### config.mk
export PLATFORM = sky130hd
export DESIGN_NAME = uart_tx_fifo_serializer_core
export DESIGN_NICKNAME = d
export VERILOG_FILES = /design/src/hdl/utx_pkg.sv /design/src/hdl/utx_fifo.sv /design/src/hdl/uart_tx_fifo_serializer_core.sv
export SDC_FILE = /design/constraint.sdc
export NUM_CORES = 1
export LEC_CHECK = 0
export ABC_CLOCK_PERIOD_IN_PS = 5910
export CORE_ASPECT_RATIO = 1.5
export CORE_MARGIN = 5
export CORE_UTILIZATION = 45
export DETAILED_ROUTE_END_ITERATION = 10
export DONT_BUFFER_PORTS = 1
export GPL_TIMING_DRIVEN = 0
export PLACE_DENSITY_LB_ADDON = 0.1
export SLEW_MARGIN = 10
export SYNTH_ARGS = -nofsm -noshare
export SYNTH_HDL_FRONTEND = slang
export SYNTH_SLANG_ARGS = --single-unit
### constraint.sdc
create_clock -name clock -period 5.91 [get_ports clock]
set_input_delay 0 -clock clock [delete_from_list [all_inputs] [get_ports clock]]
set_output_delay 0 -clock clock [all_outputs]
set_load 0.02 [all_outputs]
### src/hdl/utx_pkg.sv
`timescale 1ns / 1ps

package utx_pkg;

   localparam int FIFO_DEPTH    = 16;
   localparam int PREAMBLE_BITS = 3;
   localparam int STOP_BITS     = 2;

   localparam int PTR_W    = $clog2(FIFO_DEPTH);
   // count never exceeds FIFO_DEPTH - 1, so pointer width is enough
   localparam int CNT_W    = PTR_W;
   localparam int LEN_W    = 4;
   localparam int CMP_W    = (CNT_W > LEN_W) ? CNT_W : LEN_W;
   localparam int FIFO_CAP = FIFO_DEPTH - 1;

   typedef enum logic [4:0] {
      PH_IDLE  = 5'b00001,
      PH_PRE   = 5'b00010,
      PH_START = 5'b00100,
      PH_DATA  = 5'b01000,
      PH_STOP  = 5'b10000
   } phase_type;

   typedef struct packed {
      logic       push;
      logic       pop;
      logic [7:0] wr_data;
   } fifo_ctl_type;

   typedef struct packed {
      logic [CNT_W-1:0] count;
      logic [7:0]       rd_data;
   } fifo_sts_type;

endpackage

### src/hdl/utx_fifo.sv
`timescale 1ns / 1ps

module utx_fifo
   import utx_pkg::*;
(
   input  logic         clock,
   input  logic         reset,
   input  fifo_ctl_type ctl,
   output fifo_sts_type sts
);

   logic [7:0]       store_ff [FIFO_DEPTH];
   logic [7:0]       rd_data_ff;
   logic [PTR_W-1:0] rd_ptr_ff, rd_ptr_in;
   logic [PTR_W-1:0] wr_ptr_ff, wr_ptr_in;
   logic [CNT_W-1:0] count_ff, count_in;

   function automatic logic [PTR_W-1:0] ptr_next(input logic [PTR_W-1:0] p);
      if (p == PTR_W'(FIFO_DEPTH - 1)) begin
         return '0;
      end
      return p + PTR_W'(1);
   endfunction

   always_comb begin
      rd_ptr_in = ctl.pop  ? ptr_next(rd_ptr_ff) : rd_ptr_ff;
      wr_ptr_in = ctl.push ? ptr_next(wr_ptr_ff) : wr_ptr_ff;
      count_in  = count_ff + CNT_W'(ctl.push) - CNT_W'(ctl.pop);
   end

   always_ff @(posedge clock) begin
      if (reset) begin
         rd_ptr_ff <= '0;
         wr_ptr_ff <= '0;
         count_ff  <= '0;
      end else begin
         rd_ptr_ff <= rd_ptr_in;
         wr_ptr_ff <= wr_ptr_in;
         count_ff  <= count_in;
      end
   end

   always_ff @(posedge clock) begin
      if (ctl.push) begin
         store_ff[wr_ptr_ff] <= ctl.wr_data;
      end
      // head byte kept registered; a byte written into the head slot bypasses the store
      if (ctl.push && (wr_ptr_ff == rd_ptr_in)) begin
         rd_data_ff <= ctl.wr_data;
      end else begin
         rd_data_ff <= store_ff[rd_ptr_in];
      end
   end

   assign sts.count   = count_ff;
   assign sts.rd_data = rd_data_ff;

endmodule

### src/hdl/uart_tx_fifo_serializer_core.sv
`timescale 1ns / 1ps

// UART 8N2 transmitter with a byte FIFO, driven one item per baud tick or write.
// Input channel req_*: tuser[0] selects the item kind (0 = baud tick, 1 = write
// a message byte). A first byte carries the message length; a message that does
// not fit in the free FIFO space is refused whole. The FIFO holds at most
// FIFO_DEPTH - 1 bytes.
// Result channel rsp_*: one item per input item, with the line level after that
// item, the accept flag of a write, busy and the FIFO fill level.
// An item's result is registered at the edge that accepts it and shown on
// rsp_tvalid from then on. An item is taken every
// cycle as long as the result register is empty or being drained, so the
// sustained rate is one item per clock; the only limit is the single result
// register, and req_tready drops only while a result waits and rsp_tready is
// low. All work for an item is one FIFO access plus the bit sequencer step.
// Reset (synchronous, active high) empties the FIFO, sets the line idle high
// and clears the result valid flag; no clearing pass is needed.
module uart_tx_fifo_serializer_core
   import utx_pkg::*;
(
   input  logic        clock,
   input  logic        reset,
   input  logic        req_tvalid,
   output logic        req_tready,
   input  logic [15:0] req_tdata,  // data_byte[7:0], msg_first[8], msg_len[12:9], zero[15:13]
   input  logic [0:0]  req_tuser,  // func[0]
   output logic        rsp_tvalid,
   input  logic        rsp_tready,
   output logic [7:0]  rsp_tdata   // tx_line[0], accepted[1], busy_res[2], fifo_level[6:3], zero[7]
);

   phase_type  phase_ff, phase_in;
   logic [3:0] bit_ff, bit_in;
   logic [7:0] shift_ff, shift_in;
   logic       reject_ff, reject_in;
   logic       line_ff, line_in;
   logic       rsp_valid_ff;
   logic [7:0] rsp_data_ff;

   fifo_ctl_type fifo_ctl;
   fifo_sts_type fifo_sts;

   logic             req_fire;
   logic             is_write;
   logic [7:0]       wr_byte;
   logic             wr_first;
   logic [LEN_W-1:0] wr_len;
   logic [CNT_W-1:0] room;
   logic [CNT_W-1:0] count_next;
   logic             acc;
   logic             frame_done;

   assign req_tready = !rsp_valid_ff || rsp_tready;
   assign req_fire   = req_tvalid && req_tready;
   assign is_write   = req_tuser[0];
   assign wr_byte    = req_tdata[7:0];
   assign wr_first   = req_tdata[8];
   assign wr_len     = req_tdata[12:9];
   assign room       = CNT_W'(FIFO_CAP) - fifo_sts.count;

   utx_fifo u_fifo (
      .clock (clock),
      .reset (reset),
      .ctl   (fifo_ctl),
      .sts   (fifo_sts)
   );

   always_comb begin
      phase_in         = phase_ff;
      bit_in           = bit_ff;
      shift_in         = shift_ff;
      reject_in        = reject_ff;
      line_in          = line_ff;
      acc              = 1'b0;
      frame_done       = 1'b0;
      fifo_ctl.push    = 1'b0;
      fifo_ctl.pop     = 1'b0;
      fifo_ctl.wr_data = wr_byte;
      if (req_fire) begin
         if (is_write) begin
            if (wr_first) begin
               reject_in = (wr_len == '0) || (CMP_W'(wr_len) > CMP_W'(room));
            end
            if (!reject_in && (room != '0)) begin
               acc           = 1'b1;
               fifo_ctl.push = 1'b1;
               if (phase_ff == PH_IDLE) begin
                  bit_in  = '0;
                  line_in = 1'b1;
                  if (PREAMBLE_BITS == 0) begin
                     // idle means FIFO empty: the new byte goes straight out
                     fifo_ctl.pop = 1'b1;
                     shift_in     = wr_byte;
                     phase_in     = PH_START;
                  end else begin
                     phase_in = PH_PRE;
                  end
               end
            end
         end else begin
            unique case (phase_ff)
               PH_PRE: begin
                  line_in = 1'b1;
                  bit_in  = bit_ff + 4'd1;
                  if (bit_in >= 4'(PREAMBLE_BITS)) begin
                     frame_done = 1'b1;
                  end
               end
               PH_START: begin
                  line_in  = 1'b0;
                  bit_in   = '0;
                  phase_in = PH_DATA;
               end
               PH_DATA: begin
                  line_in = shift_ff[bit_ff[2:0]];
                  bit_in  = bit_ff + 4'd1;
                  if (bit_in >= 4'd8) begin
                     bit_in   = '0;
                     phase_in = PH_STOP;
                  end
               end
               PH_STOP: begin
                  line_in = 1'b1;
                  bit_in  = bit_ff + 4'd1;
                  if (bit_in >= 4'(STOP_BITS)) begin
                     frame_done = 1'b1;
                  end
               end
               default: begin
                  line_in  = 1'b1;
                  bit_in   = '0;
                  phase_in = PH_IDLE;
               end
            endcase
            if (frame_done) begin
               bit_in = '0;
               if (fifo_sts.count != '0) begin
                  fifo_ctl.pop = 1'b1;
                  shift_in     = fifo_sts.rd_data;
                  phase_in     = PH_START;
               end else begin
                  phase_in = PH_IDLE;
               end
            end
         end
      end
      count_next = fifo_sts.count + CNT_W'(fifo_ctl.push) - CNT_W'(fifo_ctl.pop);
   end

   always_ff @(posedge clock) begin
      if (reset) begin
         phase_ff     <= PH_IDLE;
         bit_ff       <= '0;
         shift_ff     <= '0;
         reject_ff    <= 1'b0;
         line_ff      <= 1'b1;
         rsp_valid_ff <= 1'b0;
      end else begin
         phase_ff  <= phase_in;
         bit_ff    <= bit_in;
         shift_ff  <= shift_in;
         reject_ff <= reject_in;
         line_ff   <= line_in;
         if (req_fire) begin
            rsp_valid_ff <= 1'b1;
         end else if (rsp_tready) begin
            rsp_valid_ff <= 1'b0;
         end
      end
   end

   always_ff @(posedge clock) begin
      if (req_fire) begin
         rsp_data_ff <= {1'b0, 4'(count_next), (phase_in != PH_IDLE), acc, line_in};
      end
   end

   assign rsp_tvalid = rsp_valid_ff;
   assign rsp_tdata  = rsp_data_ff;

`ifndef ASSERT_OFF
   a_idle_empty: assert property (@(posedge clock) disable iff (reset)
      (phase_ff == PH_IDLE) |-> (fifo_sts.count == '0))
      else $error("transmitter idle with bytes queued");

   a_data_index: assert property (@(posedge clock) disable iff (reset)
      (phase_ff == PH_DATA) |-> (bit_ff < 4'd8))
      else $error("data bit index out of range");

   a_tick_no_accept: assert property (@(posedge clock) disable iff (reset)
      (req_fire && !req_tuser[0]) |=> (rsp_tvalid && !rsp_tdata[1]))
      else $error("tick item reported as accepted");

   a_result_follows: assert property (@(posedge clock) disable iff (reset)
      req_fire |=> rsp_tvalid)
      else $error("accepted item produced no result");
`endif

endmodule
==> qor.yml, run 1 <==
p_per_area_nw_per_um2: 306
async_flop_share_pct: 0
synth.distinct_cells: 53
yosys_warnings: 0
synth_flop_cell: "edfxtp_1"
grt_max_degree: 19
min_path_cells: 2
cap_violations: 0
setup_tns_ns: 0
synth_fp_nets: 482
cts_buffers: 17
detailed_place_hpwl_um: 10600
cts_tree: "built"
syn-mean-instance-area_sq_um: 16.5
ir_drop_v: 0.000181
finalHoldViolCount: 0
cp_slowest_stage_delay_ns: 0.71
critical_path_class: "reg -> reg"
dp.cells: 649
grt_pass1_wl_um: 23500
whs_endpoint: "rsp_tvalid$_SDFFE_PP0P_"
globalRouteTotalUtil_pct: 16.9
ant_nets: 0
cts-resized-gates: 0
stdcell_count: 692
gp_congestion: 0.784
root_buffer: "clkbuf_16"
postCtsSetupRepairBufs: 0
coreArea_sq_um: 16000
drt-initial-drc-count: 383
r2r_cells: 7
wl_um: 15300
finalCriticalPeriod_ns: 3.31
initial_core_util_pct: 45.4
path_buf_inv: 1
clk_latency_ns: 0.42
antenna_cells: 0
area_growth_pct: 13.9
holdCritPathClass: "in -> reg"
required_ns: 5.95
die_x_um: 114
clk_pin_slew_ns: 0.07
crit_top_cell: "nand2_1"
vias_per_cell: 5.60
dp_slack_ns: 2.33
reg2reg_from: "rsp_tvalid$_SDFFE_PP0P_"
ys_ff_latch: 171
num_vias: 3876
htree_levels: 4
synth-edff-count: 135
finClkSkew_ns: 0.0156
grt_pass1_vias: 4060
crit_chain: "nand2b_1 > nand2_1 > inv_1 > nand2_1 > nor3_4 > nand2_1 > nor2_1"
min_from: "rsp_tready"
port_buffers: 0
final_cell_mix: "edfxtp_1, nor2_1, dfxtp_1"
ios: 31
fin_ws_ns: 2.60
setup_viol: 0
fmax_mhz: 302
fp.dieH_um: 166
routedWlPerCell_um: 22.1
cpLargestDelayFamily: "simple AND/OR/NAND/NOR gates"
first_pass_iters: 5
antenna_found_initial: 0
route.detailed.drc: 0
post_route_cells_drive_above_1_share_pct: 17.7
maxSlewViolCount: 0
start_kind: "register"
num_rows: 57
netlist_area_sq_um: 7290
relSlewSlack_pct: 42.8
cp-end-kind: "register"
cp_slowest_cell: "nor2_1"
status: "complete, no violations"
synthCells: 443
ys_seq_area_share_pct: 65.5
r2r_slack_ns: 2.60
cts_num_sinks: 171
cts_max_path_buffers: 2
final_common_cell: "edfxtp_1"
rsz0062_at_grt: "no"
grt-ovfl-total: 0
critPathArrivalTime_ns: 3.35
dieArea_sq_um: 18900
finalNetCount: 513
critPathMaxFanout: 10
r2r-end: "u_fifo.store_ff[7][4]$_DFFE_PP_"
leakage_uw: 0.00277
finalCritPeriodShare_pct: 56.0
worst_pin_slew_ns: 0.854
-- logic make-up after synthesis --
family / share of synthesized area [%]
mux: 15.8
flops: 65.5
buf+inv: 3.17
fa+ha+maj: 3.19
simple gates: 7.64
compound gates: 3.98
xor+xnor: 0.721
other cells: 0.0514
-- metal layers --
| layer | part of all wire [%] | global-route usage [%] |
|---|---|---|
| met4 | 2.9 | 6.36 |
| met5 | 0 | 0 |
| met3 | 3.4 | 3.83 |
| met1 | 38 | 18.9 |
| met2 | 55 | 30.6 |
-- cell usage after synthesis, types with 4 or more instances --
master	instances	area [sq um]
nand3_1	10	50.1
nor2_1	38	143
buf_4	4	30.0
a21o_1	4	30.0
edfxtp_1	135	4050
a21oi_1	10	50.1
nand2_1	17	63.8
nor3_1	8	40.0
mux4_1	14	368
dfxtp_1	36	721
nor2b_1	11	68.8
buf_2	6	30.0
mux2i_1	12	120
mux4_2	28	631
o21ai_0	10	50.1
xor2_1	4	35.0
clkbuf_1	4	15.0
buf_6	5	56.3
inv_1	14	52.6
ha_1	17	213
-- sequential cells by signal (all words and copies together), names as in the netlist, named ones only --
signal / count
bit_ff: 4
u_fifo.wr_ptr_ff: 4
reject_ff: 1
u_fifo.rd_ptr_ff: 4
rsp_tdata: 7
u_fifo.store_ff: 128
line_ff: 1
phase_ff: 5
shift_ff: 8
rsp_tvalid: 1
u_fifo.count_ff: 4
-- worst max path at each step --
| stage | end | startpoint | cells after the start |
|---|---|---|---|
| after floorplan | rsp_tdata[5]$_DFFE_PP_ | bit_ff[0]$_SDFFE_PP0P_ | 14 |
| after global placement | u_fifo.store_ff[3][0]$_DFFE_PP_ | rsp_tvalid$_SDFFE_PP0P_ | 7 |
| after detailed placement | u_fifo.store_ff[1][5]$_DFFE_PP_ | rsp_tvalid$_SDFFE_PP0P_ | 7 |
| after CTS | u_fifo.store_ff[1][0]$_DFFE_PP_ | rsp_tvalid$_SDFFE_PP0P_ | 7 |
| after global routing | u_fifo.store_ff[15][2]$_DFFE_PP_ | rsp_tvalid$_SDFFE_PP0P_ | 7 |
| final | u_fifo.store_ff[7][4]$_DFFE_PP_ | rsp_tvalid$_SDFFE_PP0P_ | 7 |
-- worst reg2reg max path: stages (launching register included) --
cell and delay (ns):
dfxtp_1 0.38, nand2b_1 0.29, nand2_1 0.18, inv_1 0.31, nand2_1 0.23, nor3_4 0.53, nand2_1 0.31, nor2_1 0.71
-- per-stage QoR --
stage,power (uW),utilization [%],hold slack (ns),area (sq um)
3_3_place_gp,1430,47.0,0.0999,7550
4_1_cts,2570,51.7,0.00583,8300
2_1_floorplan,1410,-,0.0989,7290
3_5_place_dp,1430,47.1,0.0998,7560
6_report,2540,51.7,0.0279,8300
5_1_grt,2620,51.7,0.0216,8300
-- what timing repair did --
item,CTS,global route
hold endpoints to repair,145,0
hold buffers,12,0
endpoints found under the setup margin,0,0
-- power breakdown --
group / total, uW / switching (uW) / internal, uW
logic: 96.0 / 60.7 / 35.2
clock network: 1120 / 517 / 607
registers: 1320 / 12.9 / 1310
-- area by class of cell --
type                            count  area (sq um)
Clock buffer                       17           425
Timing Repair Buffer               12           120
Tap cell                          206           258
Buffer                             23           179
Fill cell                        1314          7740
Inverter                           14          52.6
Sequential cell                   171          4770
Multi-Input combinational cell    235          2300
Clock inverter                     14           188
No activity file was read; power rests on OpenSTA's default activity.
==> run 2: changes to the inputs <==
--- a/config.mk
+++ b/config.mk
@@ -5,7 +5,7 @@
 export SDC_FILE = /design/constraint.sdc
 export NUM_CORES = 1
 export LEC_CHECK = 0
-export ABC_CLOCK_PERIOD_IN_PS = 5910
+export ABC_CLOCK_PERIOD_IN_PS = 2840
 export CORE_ASPECT_RATIO = 1.5
 export CORE_MARGIN = 5
 export CORE_UTILIZATION = 45
==> constraint.sdc (replaced) <==
create_clock -name clock -period 2.84 [get_ports clock]
set_input_delay 0 -clock clock [delete_from_list [all_inputs] [get_ports clock]]
set_output_delay 0 -clock clock [all_outputs]
set_load 0.02 [all_outputs]
==> run 2 against run 1 <==
Global-route usage up 0.19 points. Sequential power up 110%. Clock power up 120%. Hold slack better by 0.0011 ns. Fmax up 21%. Die area unchanged. Utilization up 2.9 points. Combinational power up 140%. Sequential cell count unchanged. Power up 110%. Critical endpoint is now rsp_tdata[5]$_DFFE_PP_.
==> qor.yml, run 2 (synthesis gave the netlist of run 1 again) <==
grt_pass1_vias: 4204  # was 4,060
finalCriticalPeriod_ns: 2.75  # was 3.31 ns
dieArea_sq_um: 18900  # unchanged
top_register: "u_fifo.store_ff"  # unchanged
setup_viol: 0  # unchanged
reg2reg_from: "bit_ff[0]$_SDFFE_PP0P_"  # was rsp_tvalid$_SDFFE_PP0P_
grt_max_degree: 19  # unchanged
antenna_found_initial: 0  # unchanged
drt-initial-drc-count: 242  # was 383
ios: 31  # unchanged
dpl_cell_area_sq_um: 7600  # was 7560 sq um
detailed_place_hpwl_um: 10500  # was 10,600 um
relSlewSlack_pct: 48.5  # was 42.8%
cts_buffers: 17  # unchanged
largest_reg_flops: 128  # unchanged
coreArea_sq_um: 16000  # unchanged
finalCritPeriodShare_pct: 96.7  # was 56.0%
gp_congestion: 0.768  # was 0.784
maxSlewViolCount: 0  # unchanged
p_per_area_nw_per_um2: 619  # was 306 nW/um^2
leakage_uw: 0.00291  # was 0.00277 uW
critical_path_class: "reg -> reg"  # unchanged
cts_num_sinks: 171  # unchanged
startpoint: "bit_ff[0]$_SDFFE_PP0P_"  # was rsp_tvalid$_SDFFE_PP0P_
fp.dieH_um: 166  # unchanged
num_rows: 57  # unchanged
start_kind: "register"  # unchanged
whs_ns: 0.0290  # was 0.0279 ns
final_area_sq_um: 8760  # was 8300 sq um
antenna_cells: 0  # unchanged
critPathMaxFanout: 5  # was 10
critPathArrivalTime_ns: 2.93  # was 3.35 ns
ant_nets: 0  # unchanged
root_buffer: "clkbuf_16"  # unchanged
port_buffers: 0  # unchanged
worst_pin_slew_ns: 0.772  # was 0.854 ns
rsz0062_at_grt: "yes"  # was no
cts_max_path_buffers: 2  # unchanged
fmax_mhz: 364  # was 302 MHz
htree_levels: 4  # unchanged
stdcell_count: 717  # was 692
setup_tns_ns: 0  # unchanged
clk_pin_slew_ns: 0.08  # was 0.07 ns
grt-ovfl-total: 0  # unchanged
die_x_um: 114  # unchanged
r2r-end: "rsp_tdata[5]$_DFFE_PP_"  # was u_fifo.store_ff[7][4]$_DFFE_PP_
routedWlPerCell_um: 21.7  # was 22.1 um
globalRouteTotalUtil_pct: 17.0  # was 16.9%
final_common_cell: "edfxtp_1"  # unchanged
finalNetCount: 537  # was 513
r2r_cells: 13  # was 7
route.detailed.drc: 0  # unchanged
wl_um: 15600  # was 15,300 um
finClkSkew_ns: 0.0111  # was 0.0156 ns
first_pass_iters: 4  # was 5
finalHoldViolCount: 0  # unchanged
status: "complete, no violations"  # unchanged
vias_per_cell: 5.53  # was 5.60
grt_pass1_wl_um: 23600  # was 23,500 um
r2r_slack_ns: 0.09  # was 2.60 ns
holdCritPathClass: "in -> reg"  # unchanged
cp-end-kind: "register"  # unchanged
cts_tree: "built"  # unchanged
cap_violations: 0  # unchanged
post_route_cells_drive_above_1_share_pct: 26.8  # was 17.7%
final_cell_mix: "edfxtp_1, dfxtp_1, mux4_2"  # was edfxtp_1, nor2_1, dfxtp_1
required_ns: 3.02  # was 5.95 ns
initial_core_util_pct: 45.4  # unchanged
crit_end: "rsp_tdata[5]$_DFFE_PP_"  # was u_fifo.store_ff[7][4]$_DFFE_PP_
dp.cells: 649  # unchanged
clk_latency_ns: 0.43  # was 0.42 ns
num_vias: 3968  # was 3,876
area_growth_pct: 20.1  # was 13.9%
ir_drop_v: 0.000335  # was 0.000181 V
run 2: changes by cell type in the layout (fill, tap and decap cells not counted), sizes merged:
cell / delta
buf: +22
bufinv: +1
clkbuf: +1
clkinv: -3
clkinvlp: +1
dlygate4sd3: +1
inv: +2
run 2: layout make-up:
class | count | area, sq um
Buffer | 22 | 183
Clock buffer | 17 | 425
Clock inverter | 15 | 208
Fill cell | 1284 | 7290
Inverter | 14 | 56.3
Multi-Input combinational cell | 235 | 2490
Sequential cell | 171 | 4780
Tap cell | 206 | 258
Timing Repair Buffer | 37 | 365
run 2: routing by layer:
layer	global-route usage (%)	wire [um]	up-vias	share of wire (%)
met5	0	0	-	0
met4	8.01	453	0	2.9
met3	3.76	614	25	3.9
met2	31.3	8830	100	57
met1	18.2	5670	2004	36
li1	-	-	1839	-
run 2: per-stage QoR:
stage | power, uW | utilization, % | setup slack, ns
4_1_cts | 5460 | 53.6 | 0.0363
6_report | 5420 | 54.6 | 0.0941
2_1_floorplan | 2930 | - | 0.000534
3_5_place_dp | 2970 | 47.3 | -0.543
5_1_grt | 5600 | 54.6 | -0.0131
3_3_place_gp | 2970 | 47.2 | -0.861
run 2: repair_timing:
item,4_1_cts,5_1_grt
gates resized for setup,33,11
hold endpoints to repair,145,0
buffers inserted,13,10
endpoints found under the setup margin,134,126
hold buffers,13,0
pin swaps,8,4
cloned,0,1
run 2: worst max-delay path, stage by stage, from the launching register on:
cell and delay [ns]:
dfxtp_2 0.34, buf_6 0.09, inv_1 0.05, ha_4 0.26
inv_1 0.04, a22o_1 0.20, and2_4 0.15, a22o_4 0.25
buf_12 0.13, ha_4 0.25, inv_2 0.04, ha_4 0.16
fa_2 0.37, xor2_2 0.15
run 2: report_power, final:
part / leakage [uW] / switching, uW / internal, uW
Clock: 0.000306 / 1080 / 1350
Combinational: 0.00109 / 138 / 90.9
Sequential: 0.00151 / 26.4 / 2730
run 2: worst min-delay path by stage:
stage | start | endpoint | cells past startpoint
detailed placement | req_tdata[4] | u_fifo.store_ff[8][4]$_DFFE_PP_ | 0
finish | req_tvalid | phase_ff[2]$_SDFF_PP0_ | 4
CTS | req_tvalid | phase_ff[2]$_SDFF_PP0_ | 4
floorplan | req_tdata[0] | u_fifo.store_ff[0][0]$_DFFE_PP_ | 0
global route | reset | shift_ff[7]$_SDFFE_PP0P_ | 2
global placement | req_tdata[3] | u_fifo.store_ff[13][3]$_DFFE_PP_ | 0
==> run 3: changes to the inputs <==
--- a/config.mk
+++ b/config.mk
@@ -5,10 +5,10 @@
 export SDC_FILE = /design/constraint.sdc
 export NUM_CORES = 1
 export LEC_CHECK = 0
-export ABC_CLOCK_PERIOD_IN_PS = 2840
+export ABC_CLOCK_PERIOD_IN_PS = 3500
 export CORE_ASPECT_RATIO = 1.5
 export CORE_MARGIN = 5
-export CORE_UTILIZATION = 45
+export CORE_UTILIZATION = 32
 export DETAILED_ROUTE_END_ITERATION = 10
 export DONT_BUFFER_PORTS = 1
 export GPL_TIMING_DRIVEN = 0
==> constraint.sdc (replaced) <==
create_clock -name clock -period 3.5 [get_ports clock]
set_input_delay 0 -clock clock [delete_from_list [all_inputs] [get_ports clock]]
set_output_delay 0 -clock clock [all_outputs]
set_load 0.02 [all_outputs]
==> run 3 against run 2 <==
Fmax is 19% lower. Critical path type unchanged. Largest power group unchanged. Non-clock buffer count is 23 lower. Sequential power is 19% lower. Sequential share of layout area is 2.0 points higher. Utilization is 17 points lower. Worst setup slack better by 0.033 ns. Final area is 3.6% lower.
==> qor.yml, run 3 (synthesis gave the netlist of run 1 again) <==
nFillCells: 2097  # was 1,284
comb_power_share_pct: 3.7  # was 4.2%
finalNetCount: 514  # was 537
area.sequential_sq_um: 4770  # was 4780 sq um
first_pass_iters: 7  # was 4
detailed_place_hpwl_um: 11400  # was 10,500 um
startpoint: "rsp_tvalid$_SDFFE_PP0P_"  # was bit_ff[0]$_SDFFE_PP0P_
setup_viol: 0  # unchanged
largest_reg_flops: 128  # unchanged
critPathArrivalTime_ns: 3.42  # was 2.93 ns
htree_levels: 4  # unchanged
relSlewSlack_pct: 39.7  # was 48.5%
root_buffer: "clkbuf_16"  # unchanged
fmax_mhz: 296  # was 364 MHz
r2r-end: "u_fifo.store_ff[7][5]$_DFFE_PP_"  # was rsp_tdata[5]$_DFFE_PP_
setup_tns_ns: 0  # unchanged
cts_max_path_buffers: 2  # unchanged
clkPwrFrac_pct: 46.5  # was 45.0%
final_cell_mix: "edfxtp_1, dfxtp_1, nor2_1"  # was edfxtp_1, dfxtp_1, mux4_2
top_register: "u_fifo.store_ff"  # unchanged
grt-ovfl-total: 0  # unchanged
grt_pass1_wl_um: 24700  # was 23,600 um
route.detailed.drc: 0  # unchanged
routedWlPerCell_um: 21.2  # was 21.7 um
rsz0062_at_grt: "yes"  # unchanged
globalRouteTotalUtil_pct: 13.0  # was 17.0%
clk_latency_ns: 0.43  # about the same
cts_buffers: 17  # unchanged
holdCritPathClass: "in -> reg"  # unchanged
cp_slowest_cell: "nor2_1"  # was fa_2
ant_nets: 0  # unchanged
finClkSkew_ns: 0.00979  # was 0.0111 ns
num_vias: 3841  # was 3,968
initial_core_util_pct: 32.6  # was 45.4%
port_buffers: 0  # unchanged
start_kind: "register"  # unchanged
crit_chain: "nand2b_1 > nand2_1 > inv_1 > nand2_1 > nor3_4 > nand2_1 > nor2_1"  # was buf_6 > inv_1 > ha_4 > inv_1 > a22o_1 > and2_4 > a22o_4 > buf_12 > ha_4 > inv_2 > ha_4 > fa_2 > xor2_2
vias_per_cell: 5.03  # was 5.53
required_ns: 3.55  # was 3.02 ns
fp.dieH_um: 195  # was 166 um
wl_um: 16200  # was 15,600 um
maxSlewViolCount: 0  # unchanged
p_switching_uw: 939  # was 1250 uW
antenna_cells: 0  # unchanged
drt-initial-drc-count: 191  # was 242
cts_tree: "built"  # unchanged
coreArea_sq_um: 22400  # was 16,000 sq um
cp_slowest_stage_delay_ns: 0.74  # was 0.37 ns
cts_num_sinks: 171  # unchanged
cap_violations: 0  # unchanged
gp_congestion: 0.806  # was 0.768
multi_input_area_sq_um: 2310  # was 2490 sq um
finalCriticalPeriod_ns: 3.37  # was 2.75 ns
p_per_area_nw_per_um2: 532  # was 619 nW/um^2
area_growth_pct: 15.8  # was 20.1%
ios: 31  # unchanged
die_x_um: 133  # was 114 um
worst_pin_slew_ns: 0.901  # was 0.772 ns
crit_top_cell: "nand2_1"  # was ha_4
r2r_slack_ns: 0.13  # was 0.09 ns
final_common_cell: "edfxtp_1"  # unchanged
dieArea_sq_um: 26000  # was 18,900 sq um
finalHoldViolCount: 0  # unchanged
crit_end: "u_fifo.store_ff[7][5]$_DFFE_PP_"  # was rsp_tdata[5]$_DFFE_PP_
p_int_uw: 3550  # was 4170 uW
num_rows: 67  # was 57
finalCritPeriodShare_pct: 96.4  # was 96.7%
critPathMaxFanout: 10  # was 5
r2r_cells: 7  # was 13
cp-end-kind: "register"  # unchanged
clk_pin_slew_ns: 0.07  # was 0.08 ns
status: "complete, no violations"  # unchanged
ir_drop_v: 0.000353  # was 0.000335 V
leakage_uw: 0.00280  # was 0.00291 uW
sw_frac_of_total_pct: 20.9  # was 23.0%
reg2reg_from: "rsp_tvalid$_SDFFE_PP0P_"  # was bit_ff[0]$_SDFFE_PP0P_
seq_power_share_pct: 49.8  # was 50.8%
whs_ns: 0.0360  # was 0.0290 ns
grt_max_degree: 17  # was 19
antenna_found_initial: 0  # unchanged
critical_path_class: "reg -> reg"  # unchanged
grt_pass1_vias: 4067  # was 4,204
post_route_cells_drive_above_1_share_pct: 18.0  # was 26.8%
[run 3: changes by cell type in the layout (fill, tap and decap cells not counted), sizes merged]
cell and delta:
buf -22, clkinvlp -1, clkinv -1, inv -2, bufinv +3
[run 3: through the flow]
step           total power [uW]  cells  setup WS (ns)  cell area [sq um]  utilization [%]
5_1_grt                    4640    764         -0.109               8440             37.7
3_5_place_dp               2410    719         0.0946               7660             34.2
2_1_floorplan              2370    443          0.530               7290                -
3_3_place_gp               2410    719         -0.326               7640             34.1
4_1_cts                    4550    764         0.0737               8430             37.7
6_report                   4490    764          0.127               8440             37.7
[run 3: per-layer routing]
| metal | vias to the layer above | share of wire [%] | global-route usage, % |
|---|---|---|---|
| li1 | 1802 | - | - |
| met1 | 1939 | 39 | 14.1 |
| met2 | 76 | 55 | 24.3 |
| met3 | 24 | 3.1 | 2.90 |
| met4 | 0 | 2.5 | 5.26 |
| met5 | - | 0 | 0 |
[run 3: critical path: cells and delay by family, from the launching register on]
kind | cells | cell delay [ns]
buf+inv | 1 | 0.30
flops | 1 | 0.38
simple gates | 6 | 2.31
[run 3: how the worst min path moves through the flow]
stage,slack (ns),from,cells after the start,endpoint
global route,0.08,reset,2,phase_ff[1]$_SDFF_PP0_
CTS,0.02,req_tdata[8],5,reject_ff$_SDFFE_PP0P_
floorplan,0.1,req_tdata[0],0,u_fifo.store_ff[0][0]$_DFFE_PP_
finish,0.04,reset,2,reject_ff$_SDFFE_PP0P_
detailed placement,0.10,req_tdata[5],0,u_fifo.store_ff[12][5]$_DFFE_PP_
global placement,0.1,req_tdata[6],0,u_fifo.store_ff[9][6]$_DFFE_PP_
[run 3: final cells by class]
| type | instances | area share, % |
|---|---|---|
| tap | 276 | 4.09 |
| clock inverter | 14 | 2.58 |
| buffer | 23 | 2.12 |
| inverter | 14 | 0.623 |
| timing repair buffer | 13 | 1.54 |
| multi-input combinational | 235 | 27.4 |
| clock buffer | 18 | 5.08 |
| sequential | 171 | 56.6 |
[run 3: repair_timing]
item	CTS	global route
setup buffers	0	0
endpoints found under the hold margin	145	0
resized for setup	0	3
setup endpoints to repair	0	87
hold buffers	13	0
[run 3: power groups by stage]
stage | registers, uW | clock network (uW) | logic [uW]
floorplan | 2280 | 0 | 95.8
global placement | 2280 | 0 | 128
detailed placement | 2280 | 0 | 130
CTS | 2240 | 2140 | 169
global route | 2240 | 2220 | 184
finish | 2240 | 2090 | 165
